==> config.mk <==
export PLATFORM = sky130hd
export DESIGN_NAME = tcs_ram
export DESIGN_NICKNAME = d
export VERILOG_FILES = /design/src/design/tcs_ram.sv
export SDC_FILE = /design/constraint.sdc
export NUM_CORES = 2
export LEC_CHECK = 0
export BUFFER_PORTS_ARGS = -buffer_cell sky130_fd_sc_hd__buf_2
export CAP_MARGIN = 15
export CORE_ASPECT_RATIO = 1.2
export CORE_UTILIZATION = 51
export CTS_CLUSTER_DIAMETER = 200
export DETAILED_ROUTE_END_ITERATION = 6
export PLACE_DENSITY = 0.73
export SLEW_MARGIN = 20
export SYNTH_ARGS = -nofsm -noshare
export SYNTH_HDL_FRONTEND = slang
export SYNTH_SLANG_ARGS = --single-unit
==> constraint.sdc <==
create_clock -name clk -period 7.52 [get_ports clk]
set_input_delay 1.504 -clock clk [delete_from_list [all_inputs] [get_ports clk]]
set_output_delay 1.504 -clock clk [all_outputs]
set_load 0.02 [all_outputs]
==> src/design/tcs_ram.sv <==
module tcs_ram #(
	parameter int AW = 8,
	parameter int DW = 8
) (
	input  logic          clk,
	input  logic          we,
	input  logic [AW-1:0] waddr,
	input  logic [DW-1:0] wdata,
	input  logic          re,
	input  logic [AW-1:0] raddr,
	output logic [DW-1:0] rdata
);

	logic [DW-1:0] mem [2**AW];

	// Write port
	always_ff @(posedge clk) begin
		if (we) begin
			mem[waddr] <= wdata;
		end
	end

	// Registered read port, hold data when not enabled
	always_ff @(posedge clk) begin
		if (re) begin
			rdata <= mem[raddr];
		end
	end

endmodule

## After elaboration in Yosys (flattened, before gate mapping)

Memory sizes are Yosys's and may differ from the RTL's. A register that Yosys moved wholly into a read port is not among the register bits.
Cells that the tools add are included.

| storage, ports and cells | value |
|---|---|
| memories kept | 1 |
| register bits | 0 |
| output and inout port bits | 8 |
| bits in writable memories | 2048 |

Memories:

| name | words | bits a word | rd ports | clocked after Yosys merged registers in | write ports | line | source |
|---|---|---|---|---|---|---|---|
| mem | 256 | 8 | 1 | 1 | 1 | 14 | `logic [DW-1:0] mem [2**AW];` |

| cells by class | value |
|---|---|
| mux-type cells | 2 |

Operator list:

| operator | number |
|---|---|
| 1-bit 2-to-1 mux | 2 |

## Longest topological paths before layout

| depth | value |
|---|---|
| word-level depth | 2 |
| mapped depth | 11 |
| gate-level depth less buffers | 6 |

## Worst setup path after synthesis

No wires, ideal clock.

| path | value |
|---|---|
| path kind | input to register |
| start | input port raddr[0] |
| end | register rdata[2] (read register of mem) (data pin) |
| setup slack | 3.940 ns |
| data arrival time | 3.311 ns |
| required time | 7.251 ns |
| stages | 9 |
| library setup time | 0.269 ns |
| path buffers | 4 |
| cells stage by stage | buf_6 buf_12 buf_8 buf_2 mux4_2 a22oi_1 a21oi_1 nor4_1 nor4_2 |

RTL lines:

| element | line | source |
|---|---|---|
| start, declared | 10 | `input logic [AW-1:0] raddr,` |
| end, declared | 11 | `output logic [DW-1:0] rdata` |

==> impl_metrics.csv <==
group,metric,value,unit
synth,synthCells,3733,
detailed_routing,routed_via_density,6.41,
hold_path,hp-start,"mem[55][3]",
clocking,cts_made_buffers,185,
detailed_routing,antenna_left,0,
place,gp_congestion,0.857,
timing,fin_skew,0.0388,ns
synth,synth_fp_nets,3760,
floorplan,coreArea,155000,um^2
critical_path,cpMostUsedCell,"buf_4",
clocking,cts.sinks,2056,
global_route,grt.total_usage,0.239,
critical_path,path_delay_family,"buffers and inverters",
timing,final_hold_viol_count,0,
cells_and_area,layout_common_cells,"2056 x edfxtp_1, 454 x mux4_2, 279 x nor2_1, 189 x clkbuf_16, 134 x mux2i_1",
pwr,p_leak,26.7,nW
critical_path,cp-end-kind,"register",
synth,synth-seq-cells,2056,
status,status,"complete, no violations",
clocking,cts_setup_buffers,0,
floorplan,die_x,363,um
critical_path,cp_num_buf_inv,3,
critical_path,slowest_stage,"nor3_1",
timing,setup_viol,0,
synth,ys.flop_type,"edfxtp_1",
floorplan,die_h,435,um
clocking,cts_root_buf,"clkbuf_16",
critical_path,crit_type,"primary input to register",
clocking,path_clk_slew,0.07,ns
timing,max_freq,213,MHz
synth,netlist-cell-type-count,54,
clocking,cts_tree,"yes",
flow_run,maxCapViolCount,0,
timing,maxSlewViolCount,0,
hold_path,whs_path_depth,5,
critical_path,startpoint_type,"primary input",
synth,yosysWarnings,0,
clocking,clkLatencyLatePin,0.84,ns
detailed_routing,drc_errors,0,
timing,tightest_slew,1.22,ns
hold_path,worstHoldEndpoint,"rdata[3]",
cells_and_area,drive_above_1_share,0.210,
pwr,power.density,261,nW/um^2
global_route,overflow,0,
floorplan,fp.dieArea,158000,um^2
timing,rsz0062_at_grt,"no",
global_route,grt_pass1_vias,38772,
floorplan,rows,158,
floorplan,start_util,0.514,
critical_path,cp_max_fo,66,
cells_and_area,design_area,87700,um^2
timing,post-route-min-period,4.70,ns
place,portBuffers,34,
clocking,cts_hold_buf,0,
global_route,grt_max_degree,150,
critical_path,cp.required,8.06,ns
clocking,htreeDepth,4,
cells_and_area,areaGrowthSynthToFinish,10.2,%
critical_path,path_cells,"buf_8 -> buf_4 -> buf_4 -> mux4_2 -> o22a_1 -> o21ai_0 -> a2111oi_0 -> nor3_1 -> nor4_2",
place,hpwl,112000,um
synth,synth.cell_area,79600,um^2
detailed_routing,routed_wl,188000,um
synth,synth_edf_count,2056,
global_route,grt_pass1_wl,271000,um
cells_and_area,final_nets,3823,
timing,setup_tns,0,ns
critical_path,reg2reg_from,"mem[138][2]",
synth,async_reset_ff_frac,0,
critical_path,max_stage_delay,0.95,ns
clocking,cts_buffer_depth,3,
place,place_area,81900,um^2
critical_path,r2r_end,"rdata[2]",
cells_and_area,mostFrequentLayoutCell,"edfxtp_1",
critical_path,worstPathArrival,5.24,ns
timing,max_slew_margin,0.181,
floorplan,ios,35,
global_route,antenna_found_initial,18,
place,placed_cells,5689,
detailed_routing,wl_per_cell,31.1,um
detailed_routing,firstDrtPassIters,5,
cells_and_area,layout.cells.non_filler,6032,
hold_path,hold_class,"register to register",
detailed_routing,vias,38669,
detailed_routing,drt_iter0_drc,4900,
critical_path,r2r_setup_slack,4.57,ns
synth,ys_seq_area_frac,0.775,
synth,synth_area_per_cell,21.3,um^2
timing,period_share,0.625,
critical_path,rr_worst_depth,6,
clocking,cts_resized,0,
pwr,vdd_drop_max,254,uV
-- tightest hold or removal path: stages (launching register included) --
cell,delay (ns)
edfxtp_1,0.32
mux4_2,0.23
a22oi_1,0.07
nand2_1,0.07
a211oi_1,0.08
nor4_1,0.18
-- stage by stage --
stage | hold slack [ns] | total power, mW | util | worst slack (ns)
6_report | 1.11 | 22.9 | 0.567 | 2.82
3_5_place_dp | 1.08 | 14.0 | 0.529 | 1.94
3_3_place_gp | 1.06 | 14.0 | 0.529 | 1.76
5_1_grt | 1.14 | 23.4 | 0.567 | 2.55
4_1_cts | 1.11 | 23.0 | 0.567 | 2.83
2_1_floorplan | 0.864 | 13.5 | - | 3.94
-- how the worst max path moves through the flow --
| stage | start | slack, ns | depth (start not counted) | endpoint |
|---|---|---|---|---|
| 2_1_floorplan | raddr[0] | 3.94 | 9 | rdata[2] |
| 3_3_place_gp | raddr[0] | 1.76 | 9 | rdata[7] |
| 3_5_place_dp | raddr[0] | 1.94 | 8 | rdata[2] |
| 4_1_cts | raddr[0] | 2.83 | 8 | rdata[2] |
| 5_1_grt | raddr[0] | 2.55 | 9 | rdata[2] |
| 6_report | raddr[0] | 2.82 | 9 | rdata[2] |
-- logic make-up (layout without fill, tap and decap cells) --
group	count (synthesis)	after routing	synth area share
flip-flops	2056	2056	0.775
buffers and inverters	235	446	0.0183
AND/OR/NAND/NOR	466	466	0.0263
multiplexers	591	591	0.146
AO/OA/AOI/OAI	385	385	0.0342
other	0	8	0
-- cell type report --
cell class,instances,area (um^2)
Sequential cell,2056,61700
Clock inverter,103,933
Antenna cell,8,20.0
Fill cell,10975,67100
Inverter,2,7.51
Multi-Input combinational cell,1442,16500
Clock buffer,232,4890
Timing Repair Buffer,109,1010
Tap cell,2080,2600
-- state kept, by name (all words and copies together), names as in the netlist --
signal,count
mem,2048
rdata,8
-- Yosys cell counts (31+ instances only) --
| cell type | number | share of area |
|---|---|---|
| a21oi_1 | 96 | 0.0060 |
| a22oi_1 | 133 | 0.013 |
| buf_2 | 31 | 0.0019 |
| clkbuf_1 | 111 | 0.0052 |
| edfxtp_1 | 2056 | 0.78 |
| mux2i_1 | 134 | 0.017 |
| mux4_2 | 454 | 0.13 |
| nand2_1 | 33 | 0.0016 |
| nand3_1 | 34 | 0.0021 |
| nor2_1 | 282 | 0.013 |
| nor2b_1 | 31 | 0.0024 |
| o221ai_1 | 46 | 0.0051 |
-- per-layer routing --
layer / GRT usage / wire [um] / vias to the layer above
li1: - / - / 15825
met1: 0.311 / 68100 / 20289
met2: 0.395 / 94600 / 2108
met3: 0.0507 / 17700 / 433
met4: 0.0953 / 7410 / 14
met5: 0 / 81 / -
-- power breakdown --
group	internal [mW]	total, mW	switching [mW]
Combinational	0.366	1.09	0.727
Sequential	12.6	12.7	0.0148
Clock	5.06	9.17	4.11
Total	18.1	22.9	4.85
(Power assumes the default switching activity.)
