$ cat config.mk
export PLATFORM = sky130hd
export DESIGN_NAME = tcs_coord
export DESIGN_NICKNAME = d
export VERILOG_FILES = /design/src/design/tcs_pkg.sv /design/src/design/tcs_coord.sv
export SDC_FILE = /design/constraint.sdc
export NUM_CORES = 1
export LEC_CHECK = 0
export ABC_AREA = 0
export BUFFER_PORTS_ARGS = -buffer_cell sky130_fd_sc_hd__clkbuf_2
export CORE_UTILIZATION = 55
export CTS_BUF_LIST = sky130_fd_sc_hd__clkbuf_16
export CTS_CLUSTER_DIAMETER = 120
export DETAILED_ROUTE_END_ITERATION = 7
export GPL_ROUTABILITY_DRIVEN = 0
export PLACE_DENSITY = 0.83
export SYNTH_ARGS = -nofsm -noshare
export SYNTH_HDL_FRONTEND = slang
export SYNTH_SLANG_ARGS = --single-unit
$ cat constraint.sdc
create_clock -name clk -period 5.6 [get_ports clk]
set_input_delay 0 -clock clk [delete_from_list [all_inputs] [get_ports clk]]
set_output_delay 0 -clock clk [all_outputs]
set_load 0.02 [all_outputs]
$ cat src/design/tcs_pkg.sv
package tcs_pkg;

	// Store geometry
	localparam int TEXEL_DEPTH = 256;
	localparam int TEX_AW      = $clog2(TEXEL_DEPTH);
	localparam int SHADE_DEPTH = 256;
	localparam int SHADE_AW    = $clog2(SHADE_DEPTH);
	localparam int PIX_W       = 8;
	localparam int TABLE_W     = 8;

	// Texture coordinate format
	localparam int FRAC_BITS = 16;
	localparam int FRAC_W    = 32;
	localparam int STEP_W    = 31;
	localparam int ACC_W     = FRAC_W + 2;

	// Screen geometry
	localparam int ROW_W    = 10;
	localparam int RLEFT_W  = 11;
	localparam int WIDTH_W  = 11;
	localparam int HEIGHT_W = 9;
	localparam int ADDR_W   = 20;
	localparam int PROD_W   = ROW_W + WIDTH_W;

	// Configuration port
	localparam int CFG_IDX_W  = 1;
	localparam int CFG_DATA_W = 11;
	localparam logic [CFG_IDX_W-1:0] REG_VIEW_WIDTH  = 1'd0;
	localparam logic [CFG_IDX_W-1:0] REG_CENTER_ROW  = 1'd1;
	localparam logic [WIDTH_W-1:0]   VIEW_WIDTH_RST  = 11'd320;
	localparam logic [ROW_W-1:0]     CENTER_ROW_RST  = 10'd100;

	// Command codes
	localparam logic [1:0] FUNC_LOAD_TEXEL = 2'd0;
	localparam logic [1:0] FUNC_LOAD_SHADE = 2'd1;
	localparam logic [1:0] FUNC_START      = 2'd2;
	localparam logic [1:0] FUNC_DRAW       = 2'd3;

	// Per-transfer control to the coordinate unit
	typedef struct packed {
		logic start;
		logic draw;
	} tcs_ctl_t;

endpackage

$ cat src/design/tcs_coord.sv
module tcs_coord (
	input  logic                          clk,
	input  logic                          arst_n,
	input  tcs_pkg::tcs_ctl_t             ctl,
	input  logic signed [31:0]            texture_middle,
	input  logic [tcs_pkg::STEP_W-1:0]    texel_step,
	input  logic [tcs_pkg::ROW_W-1:0]     row_first,
	input  logic [tcs_pkg::ROW_W-1:0]     view_center_row,
	input  logic [tcs_pkg::HEIGHT_W-1:0]  column_height,
	output logic                          start_s1,
	output logic [tcs_pkg::TEX_AW-1:0]    tex_index
);

	import tcs_pkg::*;

	logic signed [RLEFT_W-1:0]         delta;
	logic signed [FRAC_W+RLEFT_W-1:0]  prod_full;
	logic [FRAC_W-1:0]                 prod_s1;
	logic [FRAC_W-1:0]                 mid_s1;
	logic [FRAC_W-1:0]                 frac_q;
	logic [HEIGHT_W-1:0]               height_q;
	logic signed [ACC_W-1:0]           sum;
	logic signed [ACC_W-1:0]           limit;
	logic [ACC_W-1:0]                  adv;
	logic signed [FRAC_W-1:0]          ip;
	logic [FRAC_W-1:0]                 ip_tz;
	logic                              round_up;
	logic                              pow2;
	logic [FRAC_W-1:0]                 mask;

	// Start offset: signed row distance times step, low word only
	assign delta     = $signed({1'b0, row_first}) - $signed({1'b0, view_center_row});
	assign prod_full = delta * $signed({1'b0, texel_step});

	always_ff @(posedge clk) begin
		if (ctl.start) begin
			prod_s1 <= prod_full[FRAC_W-1:0];
			mid_s1  <= texture_middle;
		end
	end

	always_ff @(posedge clk or negedge arst_n) begin
		if (!arst_n) begin
			start_s1 <= 1'b0;
		end else begin
			start_s1 <= ctl.start;
		end
	end

	// Advance by one step, wrap once by the column height
	assign sum   = $signed({{2{frac_q[FRAC_W-1]}}, frac_q}) + $signed(ACC_W'(texel_step));
	assign limit = $signed(ACC_W'({height_q, {FRAC_BITS{1'b0}}}));
	assign adv   = (sum >= limit) ? ACC_W'(sum - limit) : ACC_W'(sum);

	// Hold the running coordinate and the column height
	always_ff @(posedge clk or negedge arst_n) begin
		if (!arst_n) begin
			frac_q   <= '0;
			height_q <= HEIGHT_W'(1);
		end else begin
			if (ctl.start) begin
				height_q <= column_height;
			end
			if (start_s1) begin
				frac_q <= mid_s1 + prod_s1;
			end else if (ctl.draw) begin
				frac_q <= adv[FRAC_W-1:0];
			end
		end
	end

	// Integer part truncated toward zero
	assign ip       = $signed(frac_q) >>> FRAC_BITS;
	assign round_up = frac_q[FRAC_W-1] && (|frac_q[FRAC_BITS-1:0]);
	assign ip_tz    = ip + FRAC_W'(round_up);

	// Power-of-two heights mask the index
	assign pow2      = (height_q != '0) && ((height_q & (height_q - HEIGHT_W'(1))) == '0);
	assign mask      = pow2 ? FRAC_W'(height_q - HEIGHT_W'(1)) : '1;
	assign tex_index = TEX_AW'(ip_tz & mask);

endmodule

### Word-level counts from Yosys, hierarchy flattened

Index checks and enable logic that the tools add are counted.

| operators by class | value |
|---|---|
| add/sub/neg operators | 7 |
| multiply operators | 1 |
| order comparisons | 1 |
| multiplexer cells | 4 |
| bitwise operators | 2 |
| reduce and logical (&&, ||, !) cells | 6 |

Operator list:

| operator | number |
|---|---|
| 2-to-1 mux 32 bit | 3 |
| adder 32 x 32 -> 33 bit | 1 |
| >= comparator 33 x 26 -> 1 bit | 1 |
| adder 32 bit | 1 |
| multiplier 11 x 32 -> 32 bit | 1 |
| subtractor 32 x 26 -> 32 bit | 1 |
| OR reduction 16 bit | 1 |
| subtractor 10 x 10 -> 11 bit | 1 |
| AND 9 bit | 1 |
| logical NOT 9 bit | 1 |
| nonzero test 9 bit | 1 |
| subtractor 9 x 1 -> 9 bit, second input constant | 1 |
| adder 8 x 2 -> 8 bit | 1 |
| AND 8 bit | 1 |
| 2-to-1 mux 8 bit | 1 |
| subtractor 8 x 1 -> 8 bit, second input constant | 1 |
| logical AND 1 bit | 2 |
| nonzero test 2 bit | 1 |

| word-level totals | value |
|---|---|
| register bits after elaboration | 106 |
| input port bits | 96 |
| output and inout port bits | 9 |
| logic and storage cells | 26 |

### Longest topological paths before layout

| logic depth | value |
|---|---|
| depth in word-level cells | 6 |
| depth in mapped cells | 34 |
| depth with buffers taken out | 33 |

### Worst setup path before layout

OpenSTA, ideal clock, no wires.

| timing path | value |
|---|---|
| path kind | input-to-reg |
| start point | input port row_first[0] (netlist name) |
| end point | register prod_s1[31] (data pin) |
| arrival | 6.767 ns |
| setup slack | -1.426 ns |
| stages on the path | 32 |
| path buffers | 1 |
| cell sequence | inv_1 > ha_1 > inv_1 > fa_1 > a211oi_1 > nor2_1 > and2_1 > o21ai_0 > a21oi_1 > a21o_1 > a21o_1 > clkbuf_1 > or2_2 > fa_1 > fa_1 > inv_1 > fa_1 > fa_1 > inv_1 > fa_1 > inv_1 > ha_1 > a21o_1 > a21o_1 > o21bai_1 > a21oi_1 > a31oi_1 > a211oi_1 > nor3_1 > a221o_1 > a21oi_1 > xnor2_1 |

| between the ends | value |
|---|---|
| word-level cells in the longest chain between the ends | 2 |

Ends and longest elaborated chain:

| item | line | RTL |
|---|---|---|
| from (decl) | tcs_coord.sv:7 | `input logic [tcs_pkg::ROW_W-1:0] row_first,` |
| subtractor 10 x 10 -> 11 bit | tcs_coord.sv:32 | `assign delta = $signed({1'b0, row_first}) - $signed({1'b0, view_center_row});` |
| multiplier 11 x 32 -> 32 bit | tcs_coord.sv:33 | `assign prod_full = delta * $signed({1'b0, texel_step});` |
| net prod_full[31] | tcs_coord.sv:17 | `logic signed [FRAC_W+RLEFT_W-1:0] prod_full;` |
| to (signal assigned) | tcs_coord.sv:37 | `prod_s1 <= prod_full[FRAC_W-1:0];` |
| to (decl) | tcs_coord.sv:18 | `logic [FRAC_W-1:0] prod_s1;` |

The timed path passes the listed nets, and every way through them passes these cells.
A chain may end at the register's enable or synchronous reset.

### Final worst setup path

Ends and elaborated chain as after synthesis.

==> flow_summary.json <==
{
  "timing.rr.start": "frac_q[0]$_DFFE_PN0P_",
  "outcome": "finished, violations left",
  "final_nets": 2687,
  "drt_iter0_markers": 1392,
  "dp_slack_ns": -1.718,
  "rsz0062_at_grt": "yes",
  "num_io_pins": 105,
  "synth_area_per_cell_um2": 9.008,
  "violations": "negative setup slack",
  "syn_inst": 1938,
  "ys_seq_area_frac": 0.1704,
  "clock_skew_ns": 0.01374,
  "clk_pin_slew_worst_paths_ns": 0.09,
  "yosys_warnings": 0,
  "maxCapViolations": 0,
  "startpoint": "row_first[0]",
  "rows": 64,
  "crit_path_end_kind": "flip-flop",
  "cts_buffer_depth": 2,
  "synth_cell_types": 77,
  "drive_gt1_frac": 0.1917,
  "worstPathArrival_ns": 6.83,
  "first_pass_iters": 8,
  "syn-num-nets": 2424,
  "ys_ff_latch": 106,
  "met2_usage": 0.5406,
  "via_per_inst": 5.994,
  "die-area_mm2": 0.03246,
  "timing.final.crit_share": 1.195,
  "min_period_ns": 6.691,
  "drc": 0,
  "relSlewSlack": 0.2703,
  "r2r_end": "frac_q[30]$_DFFE_PN0P_",
  "cts-buffers-inserted": 9,
  "vias": 15600,
  "port_buffers": 104,
  "cp.required_ns": 5.74,
  "ys.flop_type": "edfxtp_1",
  "top_usage_layer": "met2",
  "area_growth_pct": 20.46,
  "setup_violations": 21,
  "grt_max_degree": 84,
  "hp-class": "input pin to asynchronous set/reset pin",
  "place_area_mm2": 0.01956,
  "startpoint_type": "input pin",
  "finalHoldViolCount": 0,
  "synth_edf_count": 64,
  "fmax_mhz": 149.4,
  "h-tree-depth": 3,
  "syn_area_mm2": 0.01746,
  "use_met3": 0.06407,
  "max_stage_delay_ns": 0.54,
  "reg2regPathDepth": 25,
  "synthArstFlopShare": 0.3962,
  "setup_ws_ns": -1.091,
  "grt_first_pass_wirelength_mm": 83.39,
  "wl_per_cell_um": 20.20,
  "grt_pass1_vias": 16200,
  "crit_fanout": 6,
  "crit_slowest_cell": "fa_1",
  "cts_sinks": 106,
  "grt_overflow": 0,
  "cts_root_buf": "clkbuf_16",
  "dpl.hpwl_mm": 39.48,
  "clk_latency_ns": 0.38,
  "ant_nets": 0,
  "met1_usage": 0.4006,
  "tightest_slew_ns": 1.095,
  "cts_tree": "built",
  "slew_viol_final": 0,
  "start_util": 0.5648,
  "wirelength_mm": 52.58,
  "antenna_found_initial": 0,
  "die_w_um": 180.2,
  "path_common_cell": "fa_1",
  "ff2ff_setup_slack_ns": 0.11,
  "chipHeight_um": 180.2,
  "core-area_mm2": 0.03091,
  "stdcell_area_mm2": 0.02103,
  "critical_path_class": "input pin to flip-flop",
  "grt.total_usage": 0.3273
}
-- sequential cells by signal, indices dropped and copies added (netlist names) --
| register | count |
|---|---|
| start_s1 | 1 |
| frac_q | 32 |
| height_q | 9 |
| prod_s1 | 32 |
| mid_s1 | 32 |
-- worst max-delay path by stage --
stage | to | cells after the start
finish | prod_s1[31]$_DFFE_PP_ | 32
global route | prod_s1[31]$_DFFE_PP_ | 32
CTS | prod_s1[28]$_DFFE_PP_ | 32
detailed placement | prod_s1[31]$_DFFE_PP_ | 32
global placement | prod_s1[31]$_DFFE_PP_ | 31
floorplan | prod_s1[31]$_DFFE_PP_ | 31
-- worst max-delay path, delay by kind of cell --
family / cells / cell delay [ns]
AOI/OAI and AO/OA: 12 / 2.35
adders and majority gates: 8 / 3.05
buffers and inverters: 6 / 0.39
xor gates and xnor gates: 1 / 0.08
and+or+nand+nor: 5 / 0.94
-- final cells by class --
type                            instances  area [um2]
Sequential cell                       106        2975
Inverter                              301        1142
Antenna cell                            1       2.502
Multi-Input combinational cell       1460       13740
Timing Repair Buffer                  323        2385
Clock buffer                            9       225.2
Clock inverter                          7       68.82
Tap cell                              396       495.5
Fill cell                            2167        9879
-- per-stage QoR --
step | setup TNS [ns] | std cells | hold slack [ns] | utilization
floorplan | -10.56 | 1938 | -0.2956 | -
global placement | -20.85 | 2514 | 0.1112 | 0.6327
detailed placement | -23.21 | 2514 | 0.1144 | 0.6327
CTS | -9.923 | 2590 | 0.2237 | 0.6692
global route | -19.46 | 2602 | 0.2630 | 0.6803
finish | -14.43 | 2603 | 0.2454 | 0.6804
-- cells in the final DEF (no fill, tap or decap), types with 16 or more instances in the layout --
cell and n:
inv_1 293, fa_1 219, nand2_1 171, buf_4 165, ha_1 157, and2_1 142
clkbuf_2 102, a21oi_1 87, nor2_1 77, o21ai_0 66, edfxtp_1 64, xnor2_1 59
a21o_1 47, dlygate4sd3_1 42, dfrtp_1 40, nor2b_1 39, xor2_1 37, nor3_1 31
nand3_1 29, o21a_1 16
-- synth_stat cells (3+ instances only) --
master     count  area, um2
a2111oi_2      4      60.06
a211o_1        4      35.03
a211oi_1      13      97.59
a21boi_0       6      45.04
a21o_1        48      360.4
a21oi_1      103      515.5
a221o_1        3      30.03
a22oi_1        5      37.54
a311oi_1       4      35.03
a31oi_1        9      56.30
and2_1       148      925.9
and3_1        11      68.82
buf_1          4      15.01
clkbuf_1      64      240.2
dfrtp_1       41       1026
edfxtp_1      64       1922
fa_1         224       4484
ha_1         166       2077
inv_1        301       1130
mux2i_1       20      200.2
nand2_1      172      645.6
nand2b_1      14      87.58
nand3_1       29      145.1
nand3b_1       4      30.03
nand4_1       10      62.56
nor2_1        83      311.6
nor2b_1       42      262.8
nor3_1        33      165.2
nor4_1        13      81.33
o211ai_1       8      60.06
o21a_1        16      120.1
o21ai_0       72      360.4
o21ai_1        5      25.02
o21bai_1       6      45.04
o221ai_1       3      26.28
o31ai_1        7      52.55
or2_2         11      68.82
or3_1         10      62.56
or4_1          4      30.03
xnor2_1       68      595.6
xor2_1        40      350.3
-- cell families (layout without fill, tap and decap cells) --
| family | Yosys count | after routing | share of synthesized area |
|---|---|---|---|
| AND/OR/NAND/NOR | 593 | 593 | 0.1751 |
| adder cells (fa/ha/maj) | 390 | 390 | 0.3758 |
| buffers and inverters | 372 | 640 | 0.08056 |
| AO/OA/AOI/OAI | 346 | 346 | 0.1291 |
| XOR/XNOR | 110 | 110 | 0.05676 |
| flip-flops | 106 | 106 | 0.1704 |
| multiplexers | 21 | 21 | 0.01233 |
| other | 0 | 1 | 0 |
-- layer usage --
layer  part of all wire  vias to the layer above
li1                   -                     6898
met1               0.37                     7546
met2               0.47                      915
met3              0.094                      244
met4              0.064                        0
met5                  0                        -
-- what timing repair did --
action	4_1_cts	5_1_grt
endpoints found under the setup margin	21	37
pin swaps	55	35
gates resized for setup	61	42
setup buffers	19	13
hold buffers	42	0
hold endpoints to repair	82	0
gates cloned	0	0
Power is not shown: default switching activity piles up to over one toggle a cycle in this logic, so the estimate is an artifact.
