==> config.mk <==
export PLATFORM = sky130hd
export DESIGN_NAME = tcs_addr
export DESIGN_NICKNAME = d
export VERILOG_FILES = /design/src/design/tcs_pkg.sv /design/src/design/tcs_addr.sv
export SDC_FILE = /design/constraint.sdc
export NUM_CORES = 1
export LEC_CHECK = 0
export BUFFER_PORTS_ARGS = -buffer_cell sky130_fd_sc_hd__buf_2
export CAP_MARGIN = 10
export CORE_MARGIN = 5
export CORE_UTILIZATION = 40
export CTS_CLUSTER_SIZE = 25
export DETAILED_ROUTE_END_ITERATION = 7
export SLEW_MARGIN = 25
export SYNTH_ARGS = -nofsm -noshare
export SYNTH_HDL_FRONTEND = slang
export SYNTH_SLANG_ARGS = --single-unit
export TNS_END_PERCENT = 50
==> constraint.sdc <==
create_clock -name clk -period 6.9 [get_ports clk]
set_clock_uncertainty 0.1 [all_clocks]
set_input_delay 0.345 -clock clk [delete_from_list [all_inputs] [get_ports clk]]
set_output_delay 0.345 -clock clk [all_outputs]
set_load 0.05 [all_outputs]
==> src/design/tcs_pkg.sv <==
package tcs_pkg;

	// Store geometry
	localparam int TEXEL_DEPTH = 256;
	localparam int TEX_AW      = $clog2(TEXEL_DEPTH);
	localparam int SHADE_DEPTH = 256;
	localparam int SHADE_AW    = $clog2(SHADE_DEPTH);
	localparam int PIX_W       = 8;
	localparam int TABLE_W     = 8;

	// Texture coordinate format
	localparam int FRAC_BITS = 16;
	localparam int FRAC_W    = 32;
	localparam int STEP_W    = 31;
	localparam int ACC_W     = FRAC_W + 2;

	// Screen geometry
	localparam int ROW_W    = 10;
	localparam int RLEFT_W  = 11;
	localparam int WIDTH_W  = 11;
	localparam int HEIGHT_W = 9;
	localparam int ADDR_W   = 20;
	localparam int PROD_W   = ROW_W + WIDTH_W;

	// Configuration port
	localparam int CFG_IDX_W  = 1;
	localparam int CFG_DATA_W = 11;
	localparam logic [CFG_IDX_W-1:0] REG_VIEW_WIDTH  = 1'd0;
	localparam logic [CFG_IDX_W-1:0] REG_CENTER_ROW  = 1'd1;
	localparam logic [WIDTH_W-1:0]   VIEW_WIDTH_RST  = 11'd320;
	localparam logic [ROW_W-1:0]     CENTER_ROW_RST  = 10'd100;

	// Command codes
	localparam logic [1:0] FUNC_LOAD_TEXEL = 2'd0;
	localparam logic [1:0] FUNC_LOAD_SHADE = 2'd1;
	localparam logic [1:0] FUNC_START      = 2'd2;
	localparam logic [1:0] FUNC_DRAW       = 2'd3;

	// Per-transfer control to the coordinate unit
	typedef struct packed {
		logic start;
		logic draw;
	} tcs_ctl_t;

endpackage

==> src/design/tcs_addr.sv <==
module tcs_addr (
	input  logic                          clk,
	input  logic                          en_s1,
	input  logic                          en_s2,
	input  logic [tcs_pkg::ROW_W-1:0]     row,
	input  logic [tcs_pkg::WIDTH_W-1:0]   view_width,
	input  logic [tcs_pkg::ROW_W-1:0]     strip_x,
	output logic [tcs_pkg::ADDR_W-1:0]    pixel_address
);

	import tcs_pkg::*;

	logic [PROD_W-1:0] prod_s1;
	logic [ROW_W-1:0]  x_s1;
	logic [PROD_W-1:0] sum;

	// Row times pitch, registered before the column add
	always_ff @(posedge clk) begin
		if (en_s1) begin
			prod_s1 <= row * view_width;
			x_s1    <= strip_x;
		end
	end

	assign sum = prod_s1 + PROD_W'(x_s1);

	always_ff @(posedge clk) begin
		if (en_s2) begin
			pixel_address <= sum[ADDR_W-1:0];
		end
	end

endmodule

[Word-level counts from Yosys, hierarchy flattened]
Cells that the tools add are included.
Storage, ports and cells
  flip-flop bits (word level): 50
  input bits: 34
  output and inout port bits: 20
  logic and storage cells: 5
Cells by class
  $add $sub $neg: 1
  multiply operators: 1
Operators by type and width (number)
  adder 20 x 10 -> 20 bit: 1
  multiplier 10 x 11 -> 20 bit: 1

[Longest topological paths before layout]
Gate-level depths: netlist of run 1.
  depth after elaboration: 1
  mapped depth: 20
  mapped depth without buffers: 18

[Worst setup path after synthesis of run 1]
Ideal clock, no wire load.
  kind: input -> register
  start: in row[1] (netlist bit)
  end: reg prod_s1[19] (data pin)
  setup time: 262 ps
  arrival: 4687 ps
  data required time: 6538 ps
  path slack: 1851 ps
  stages on the path: 19
  buffers on the path: 2
  cell sequence: clkbuf_1 > nand2_1 > fa_1 > inv_1 > fa_1 > inv_1 > fa_1 > inv_1 > fa_1 > inv_1 > fa_1 > inv_1 > ha_1 > clkbuf_1 > a21o_1 > o2111ai_4 > o21ai_2 > a221oi_2 > xnor2_1
Between the ends
  cells in the longest elaborated chain, start to end: 1
Ends and longest elaborated chain
  start: declaration: line tcs_addr.sv:5  | input logic [tcs_pkg::ROW_W-1:0] row,
  multiplier 10 x 11 -> 20 bit: line tcs_addr.sv:20  | prod_s1 <= row * view_width;
  end signal: assignment: line tcs_addr.sv:20
  end: declaration: line tcs_addr.sv:13  | logic [PROD_W-1:0] prod_s1;
Every way passes these cells.
A chain may end at the register's enable or synchronous reset.

[Worst setup path in the final report of run 1]
  start: in row[4] (netlist bit)
  end: reg prod_s1[19] (data pin)
Same word-level chain as after synthesis.

==> results.md, run 1 <==
Final layout:
- The fraction of final layout cells with drive strength greater than 1 is 0.1280.
- From synthesis to final layout, the design area changed by 9.699%.
- The post-layout instance area is approximately 6300 sq um.
- The number of diodes is 0.
- The fill cell instance count of the final layout is about 1400.
- For this run, the number of standard cells in the final layout without fillers is 766.
- In the final design database the tool counted around 750 nets.
- The leading cell type in the layout, fill and taps excluded is sky130_fd_sc_hd__inv_1.
- The top cell types in the final layout, fill and taps aside, are sky130_fd_sc_hd__inv_1 (84), sky130_fd_sc_hd__fa_1 (70), sky130_fd_sc_hd__and2_1 (66).

Timing:
- The relative slew slack is 0.5612.
- At the pin with the least slew margin, the transition time is around 0.66 ns.
- Of the available clock period, the critical path in the final layout requires 0.6983.
- Setup violations remaining at the end of the flow were counted as 0.
- Setup repair after global routing left no endpoint under its margin.
- The hold violation count in the final report is 0.
- The total negative slack is 0 ns.
- The count of pins over their slew limit was 0.
- Subtracting the final worst setup slack from the clock period gives 4.818 ns.
- The achievable clock frequency is between 200 and 250 MHz.

Pwr:
- Across the VDD grid, the largest voltage drop is roughly 0.19 mV.
- The total power density per cell area is slightly below 400 nW/um^2.
- The leakage component of the power is about 3 nW.

Die:
- The die extent in y is between 100 and 150 um.
- The die footprint is 16810 sq um.
- The total number of placement rows is 43.
- The I/O pin count is 54.
- The area of the core region is around 14000 sq um.
- The width of the die is ~130 um.
- The starting utilization of the core area is 0.4095.

Drt:
- The post-detailed-route DRC marker count is 0.
- Once detail routing completed, the nets flagged for antenna violations numbered 0.
- Using the TritonRoute via totals, the vias-per-cell ratio works out to a little under 5.
- After detailed routing, the total wire length is roughly 11000 um.
- The total iterations of the first detailed-routing run is 4.
- The DRC marker count from the first detailed-route iteration is 163.
- Across all layers, the routed design uses ~3700 vias.
- In the final routed layout, each cell accounts on average for 14.51 um.

Placement:
- Routability-driven placement finished with a final weighted congestion of between 0.8 and 0.9.
- In this run the cell area measured after placement is about 6100 sq um.
- The total instance count after detailed placement is approximately 760.
- Input and output buffers added on the ports amount to 53.
- The placed wire-length estimate is 8939 um.

Clocking:
- Clock-pin slew was measured on the worst setup and hold paths at 0.06 ns.
- In this run the post-CTS setup repair buffer count came out at 0.
- The clock tree from TritonCTS is done.
- The clock tree buffer depth is 2.
- In this run, CTS created clock tree buffers numbering 5.
- For the worst-skew pair, the clock arrives at the later sink with an insertion delay of roughly 0.28 ns.
- CTS placed an instance of sky130_fd_sc_hd__clkbuf_16 at the clock tree root.
- For this design, the CTS-stage hold fixing added 0 buffers.
- In this run the number of H-tree levels came out at 2.
- The sink count of the clock tree is 50.
- The number of gates resized after CTS is 0.

Logic synthesis:
- The cell area that synthesis handed to floorplanning was approximately 5700 sq um.
- The distinct cell type count of the synthesized netlist is 44.
- During synthesis, Yosys emitted a total of 0 warnings.
- The share of flip-flops with an asynchronous set or reset is 0.
- In this run, synthesis inferred 50 flip-flops with an integrated enable.
- The post-synthesis mux area share is 0.
- After technology mapping, the gate count stands at 544.
- After synthesis, the mean cell area works out to around 11 sq um.
- The complex-gate fraction of the synthesized area came to 0.08847.
- Sorting the synthesized cells by area gives the leading types as sky130_fd_sc_hd__edfxtp_1 (26%), sky130_fd_sc_hd__fa_1 (24%), sky130_fd_sc_hd__ha_1 (14%), sky130_fd_sc_hd__and2_1 (7.2%), sky130_fd_sc_hd__inv_1 (5.5%).
- After synthesis, the largest family of logic cells by area is adder cells.
- The number of nets in the synthesized netlist is approximately 700.
- Of the total synthesized cell area, the portion taken by full adders, half adders and majority gates is 0.3823.
- Of the total synthesized cell area, the portion taken by AND, OR, NAND and NOR gates is 0.1415.
- The most used flip-flop cell after synthesis is sky130_fd_sc_hd__edfxtp_1.
- Of the synthesized area, sequential elements account for 0.2621.
- The number of register bits inferred by synthesis is 50.
- The biggest area contributor in the post-synthesis netlist is sky130_fd_sc_hd__edfxtp_1.
- The fraction of synthesized cell area taken by the top area cell type is 0.2621.
- Of the total synthesized cell area, the portion taken by XOR and XNOR cells is 0.05810.

Critical path:
- STA classifies the critical path endpoint as a flop.
- The type of the worst setup path is primary input to flop.
- The critical path goes through buf_2 > and2_1 > fa_1 > fa_1 > fa_1 > fa_1 > inv_1 > fa_1 > inv_1 > ha_1 > a21oi_2 > o22ai_1 > a211oi_2 > o21ai_2 > a221oi_2 > xnor2_1.
- The slowest stage of the critical path belongs to the cell sky130_fd_sc_hd__fa_1.
- Counting stages on the worst path, the most repeated cell is sky130_fd_sc_hd__fa_1.
- In this run the worst path has a maximum fanout of 11.
- In this design, the stage delay of the slowest critical-path cell is about 0.57 ns.
- The worst path buffer plus inverter count is 3.
- For the worst setup path, the data required time is slightly below 7 ns.
- The category of the worst setup path launch point is a primary input.
- The cell family with the largest share of critical-path delay is adder cells.
- The arrival time at the worst endpoint is 4.75 ns.

Global routing:
- The global routing usage summed across all routing layers is 0.1404.
- The first global-routing pass estimated ~19000 um of wire.
- The maximum number of pins on one net before global-route repair is 31.
- The number of antenna violations at the first check in global routing was 0.
- The number of global-route vias before repair is just under 4000.
- The remaining global-route overflow is 0.

Hold path:
- The worst hold path belongs to the class primary input to flop.

Job:
- The max-capacitance violation count is 0.

Status:
- The flow ran to the end, and the final reports show no timing, DRC or antenna violations.
[worst reg2reg max path: stages, from the launching register on]
cell	delay, ns
sky130_fd_sc_hd__edfxtp_1	0.35
sky130_fd_sc_hd__ha_1	0.19
sky130_fd_sc_hd__inv_1	0.07
sky130_fd_sc_hd__fa_1	0.40
sky130_fd_sc_hd__and2b_1	0.22
sky130_fd_sc_hd__o21ai_1	0.09
sky130_fd_sc_hd__a21oi_2	0.26
sky130_fd_sc_hd__o311ai_4	0.17
sky130_fd_sc_hd__a211oi_1	0.31
sky130_fd_sc_hd__xor2_1	0.10
[where the power goes]
group	internal, mW	switching [mW]	total, mW
Clock	0.130	0.0916	0.222
Sequential	0.534	0.0413	0.575
Combinational	0.685	1.01	1.69
[through the flow]
step | power (mW) | setup slack, ns | hold slack [ns] | util
3_5_place_dp | 2.267 | 1.767 | 0.4233 | 0.4394
2_1_floorplan | 1.945 | 1.851 | 0.3439 | -
6_report | 2.491 | 2.082 | 0.1359 | 0.4492
3_3_place_gp | 2.248 | 1.854 | 0.4210 | 0.4394
4_1_cts | 2.505 | 2.072 | 0.1254 | 0.4492
5_1_grt | 2.757 | 1.787 | 0.1207 | 0.4492
[registers in the layout, summed over array words and instances, names as in the netlist]
| register | count |
|---|---|
| x_s1 | 10 |
| prod_s1 | 20 |
| pixel_address | 20 |
[cells by family after synthesis]
group	after synthesis
and+or+nand+nor	154
adders and majority gates	133
buffers and inverters	103
AOI/OAI and AO/OA	66
DFF	50
xor gates and xnor gates	38
[final timing paths]
kind                                  start                 to  slack [ns]  cells past startpoint
worst min register to register  prod_s1[19]  pixel_address[19]        0.46                      1
worst max-delay path                 row[4]        prod_s1[19]        2.08                     16
worst min-delay path             strip_x[3]            x_s1[3]        0.14                      1
worst max register to register   prod_s1[0]  pixel_address[18]        4.37                      9
[final cells by class]
type                            count  area (sq um)  share of cell area
Inverter                           84         315.3             0.05018
Multi-Input combinational cell    391          3840              0.6111
Sequential cell                    50          1501              0.2389
Clock buffer                        5         125.1             0.01991
Timing Repair Buffer               53         265.3             0.04221
Clock inverter                      3         11.26            0.001792
Tap cell                          180         225.2             0.03584
[layer usage]
layer / global-route usage / wire [um]
met5: 0 / 0
met4: 0.03117 / 114
met3: 0.01649 / 466
met2: 0.2342 / 5256
met1: 0.1976 / 5276
[synthesized netlist by cell type (2+ instances only)]
cell type	instances
sky130_fd_sc_hd__a21oi_1	16
sky130_fd_sc_hd__inv_1	84
sky130_fd_sc_hd__a221oi_2	2
sky130_fd_sc_hd__xor2_1	12
sky130_fd_sc_hd__a21o_1	11
sky130_fd_sc_hd__and2_1	66
sky130_fd_sc_hd__xnor2_1	26
sky130_fd_sc_hd__nor2_1	5
sky130_fd_sc_hd__a211oi_1	4
sky130_fd_sc_hd__ha_1	63
sky130_fd_sc_hd__edfxtp_1	50
sky130_fd_sc_hd__fa_1	70
sky130_fd_sc_hd__nor3_1	2
sky130_fd_sc_hd__o21ai_1	4
sky130_fd_sc_hd__o21ai_0	9
sky130_fd_sc_hd__nand2b_1	5
sky130_fd_sc_hd__clkbuf_1	18
sky130_fd_sc_hd__a21oi_2	2
sky130_fd_sc_hd__nand2_1	61
sky130_fd_sc_hd__and3_1	3
sky130_fd_sc_hd__o21a_1	2
sky130_fd_sc_hd__a211oi_2	2
sky130_fd_sc_hd__nand4_1	4
sky130_fd_sc_hd__o22ai_1	2
sky130_fd_sc_hd__o211ai_1	2
Power figures use the tool's default switching activity.
==> run 2, diff against run 1 <==
Clock period 6.9 ns to 4.2 ns, I/O delays scaled along.
==> run 2 against run 1 <==
Compared with the run above:
- non-clock buffer count is 75 higher
- critical path type unchanged
- the flow now finishes with violations (negative setup slack)
- register-to-register slack worse by 2.7 ns
- final cell count is 9.8% higher
==> results.md, run 2 (synthesis gave the netlist of run 1 again) <==
Status:
- The run finished, with violations left.
- The final reports fail on negative setup slack.

Clocking:
- The sink count of the clock tree is 50.
- TritonCTS built the clock tree.
- The H-tree generated during clock tree synthesis spans 2 levels.
- The total clock buffers created by CTS is 5.
- After clock tree synthesis, the clock-pin slew on the worst setup and hold paths is around 0.060 ns.
- Clock latency on the worst-skew pair, taken at its later pin, is roughly 0.28 ns.
- The clock tree buffer depth is 2.
- The root cell of the clock tree is sky130_fd_sc_hd__clkbuf_16.

Placement:
- The quantity of I/O buffers inserted on ports is 53.
- The minimum setup slack after placement is -0.5403 ns.
- The congestion estimate from routability-driven global placement came to ~0.84.
- The placed standard-cell area is around 6700 sq um.
- The placed wire-length estimate is a little under 10000 um.
- The total instance count after detailed placement is approximately 800.

Global routing:
- The global routing usage summed across all routing layers is 0.1432.
- The remaining global-route overflow is 0.
- The maximum number of pins on one net before global-route repair is 31.
- The number of antenna violations at the first check in global routing came to 0.
- The wire length of the first global-routing pass is 19700 um.
- The number of global-route vias before repair came to between 4000 and 5000.

Drt:
- The post-detailed-route DRC marker count is 0.
- The detailed-route wire length per cell is roughly 14 um.
- The DRC marker count from the first detailed-route iteration is approximately 170.
- Wires add up to 11590 um.
- The pre-antenna-repair detailed-routing pass consisted of 4 iterations.
- For this block, the via count after detailed routing is approximately 4000.
- Using the TritonRoute via totals, the vias-per-cell ratio works out to approximately 4.8.
- The number of nets still failing antenna checks after routing is 0.

Pwr:
- The power share of the clock group is 0.086.
- The design draws about 5.2 mW.
- The peak supply drop is around 0.45 mV.
- Of the total power, registers draw 0.182.
- The cell-internal power is around 3 mW.
- Of the total power, the share spent switching nets is 0.4249.
- The switching component of the power is between 2 and 2.5 mW.
- The part of the total power dissipated in combinational logic is 0.732.
- In this run the power density over the cells is slightly above 700 nW/um^2.
- For this design the static power due to leakage is about 3.4 nW.

Critical path:
- For this design, the slowest cell found on the critical path is sky130_fd_sc_hd__fa_1.
- The required time at the worst-slack endpoint is between 4 and 5 ns.
- STA classifies the critical path startpoint as a primary input.
- On the worst path, the slowest cell contributes a delay of about 0.53 ns.
- Of all nets on the critical path, the largest fanout is 7.
- Measured in cells, the most critical reg-to-reg path has a length of 9.
- Data arrives at the worst endpoint at 4.20 ns.
- The setup path with the least slack is of type primary input to flop.
- Traced cell by cell, the critical path runs through buf_12 > nand2_4 > fa_1 > inv_1 > fa_1 > inv_1 > fa_1 > inv_2 > fa_1 > inv_1 > fa_1 > inv_2 > ha_4 > a21o_1 > o2111ai_4 > o21ai_2 > a221oi_2 > xnor2_1.
- The critical path's most frequent cell is sky130_fd_sc_hd__fa_1.
- The critical path endpoint category is a flop.

Timing:
- The final worst-path cycle share is 1.018.
- Hold is met by between 0.01 and 0.015 ns.
- Setup repair after global routing could not meet its margin everywhere.
- The count of pins over their slew limit is 0.
- For the finished layout, the period the worst path requires is approximately 4.3 ns.
- The setup slack of the critical path after layout is -0.07558 ns.
- The total negative slack is -0.1192 ns.
- The achievable clock frequency is between 200 and 250 MHz.
- The setup violation total in the final timing report is 3.
- The relative slew slack is 0.5730.
- The hold violation count in the final report came to 0.
- The slew at the pin with the worst max-slew slack is approximately 0.64 ns.

Final layout:
- The fraction of final layout cells with drive strength greater than 1 is 0.2935.
- The post-layout instance count excluding filler cells is 841.
- The largest registers in the layout are pixel_address: 20 flops, prod_s1: 20 flops, x_s1: 10 flops.
- The final layout contains between 800 and 900 nets.
- The repair_antennas step left the layout with diodes totalling 0.
- In the layout the commonest cells are sky130_fd_sc_hd__inv_1 (75), sky130_fd_sc_hd__buf_4 (72), sky130_fd_sc_hd__fa_1 (65).
- After routing the design area is between 7000 and 8000 sq um.
- The library cell used most frequently in the layout, excluding fill and tap cells, is sky130_fd_sc_hd__inv_1.
- Relative to the synthesized area, the layout overhead comes to 26.71%.
- The share of the core filled with cells is 0.5189.

Die:
- The floorplan has between 40 and 50 rows.
- The die footprint is ~17000 sq um.
- The initial utilization of the core area, before any placement, comes to 0.4095.
- The floorplan step set the die width to between 100 and 150 um.
- The region available for standard cell placement spans between 10000 and 15000 sq um.
- The I/O pin count is 54.
- From bottom edge to top edge, the die measures roughly 130 um.

Hold path:
- The tightest min-delay check is of the primary input to flop type.
- Counting instances, the worst hold path has a depth of 1.

Job:
- The tool flagged a number of max-cap violations equal to 0.
==> run 2: layout make-up <==
type,instances,area [sq um]
fillers,1235,6730
multi-input cells,391,4083
flip-flops and latches,50,1501
repair buffers,128,967.2
inverters,84,315.3
well taps,180,225.2
clock buffers,6,128.9
clock inverters,2,37.54
==> run 2: layer usage <==
layer | vias to the layer above | share of wire | global-route usage | wire [um]
met1 | 1957 | 0.46 | 0.1931 | 5320
met3 | 8 | 0.032 | 0.01443 | 376
met4 | 0 | 0.0091 | 0.02812 | 106
li1 | 1990 | - | - | -
met2 | 64 | 0.50 | 0.2520 | 5787
met5 | - | 0 | 0 | 0
==> run 2: what timing repair did <==
action / CTS / global route
gates resized for setup: 55 / 26
setup buffers: 2 / 4
hold buffers: 5 / 0
hold endpoints to repair: 5 / 0
endpoints found under the setup margin: 9 / 10
pin swaps: 28 / 12
==> run 2: final timing paths <==
check                      from                 to  slack, ns
setup / recovery  view_width[5]        prod_s1[19]      -0.08
hold / removal       strip_x[4]            x_s1[4]       0.01
setup reg to reg     prod_s1[0]  pixel_address[16]       1.66
hold reg to reg     prod_s1[19]  pixel_address[19]       0.47
==> run 2: power by group through the flow <==
stage | clock network (mW) | registers, mW | logic [mW]
after floorplan | 0 | 1.20 | 2.16
after global placement | 0 | 0.951 | 3.34
after detailed placement | 0 | 0.957 | 3.41
after CTS | 0.457 | 0.947 | 3.67
final | 0.445 | 0.947 | 3.80
after global routing | 0.480 | 0.963 | 4.22
==> run 2: worst max-delay path: cells and delay by family <==
kind,cells,cell delay (ns)
compound gates,4,0.81
xor+xnor,1,0.12
fa+ha+maj,6,2.69
buf+inv,6,0.33
simple gates,1,0.05
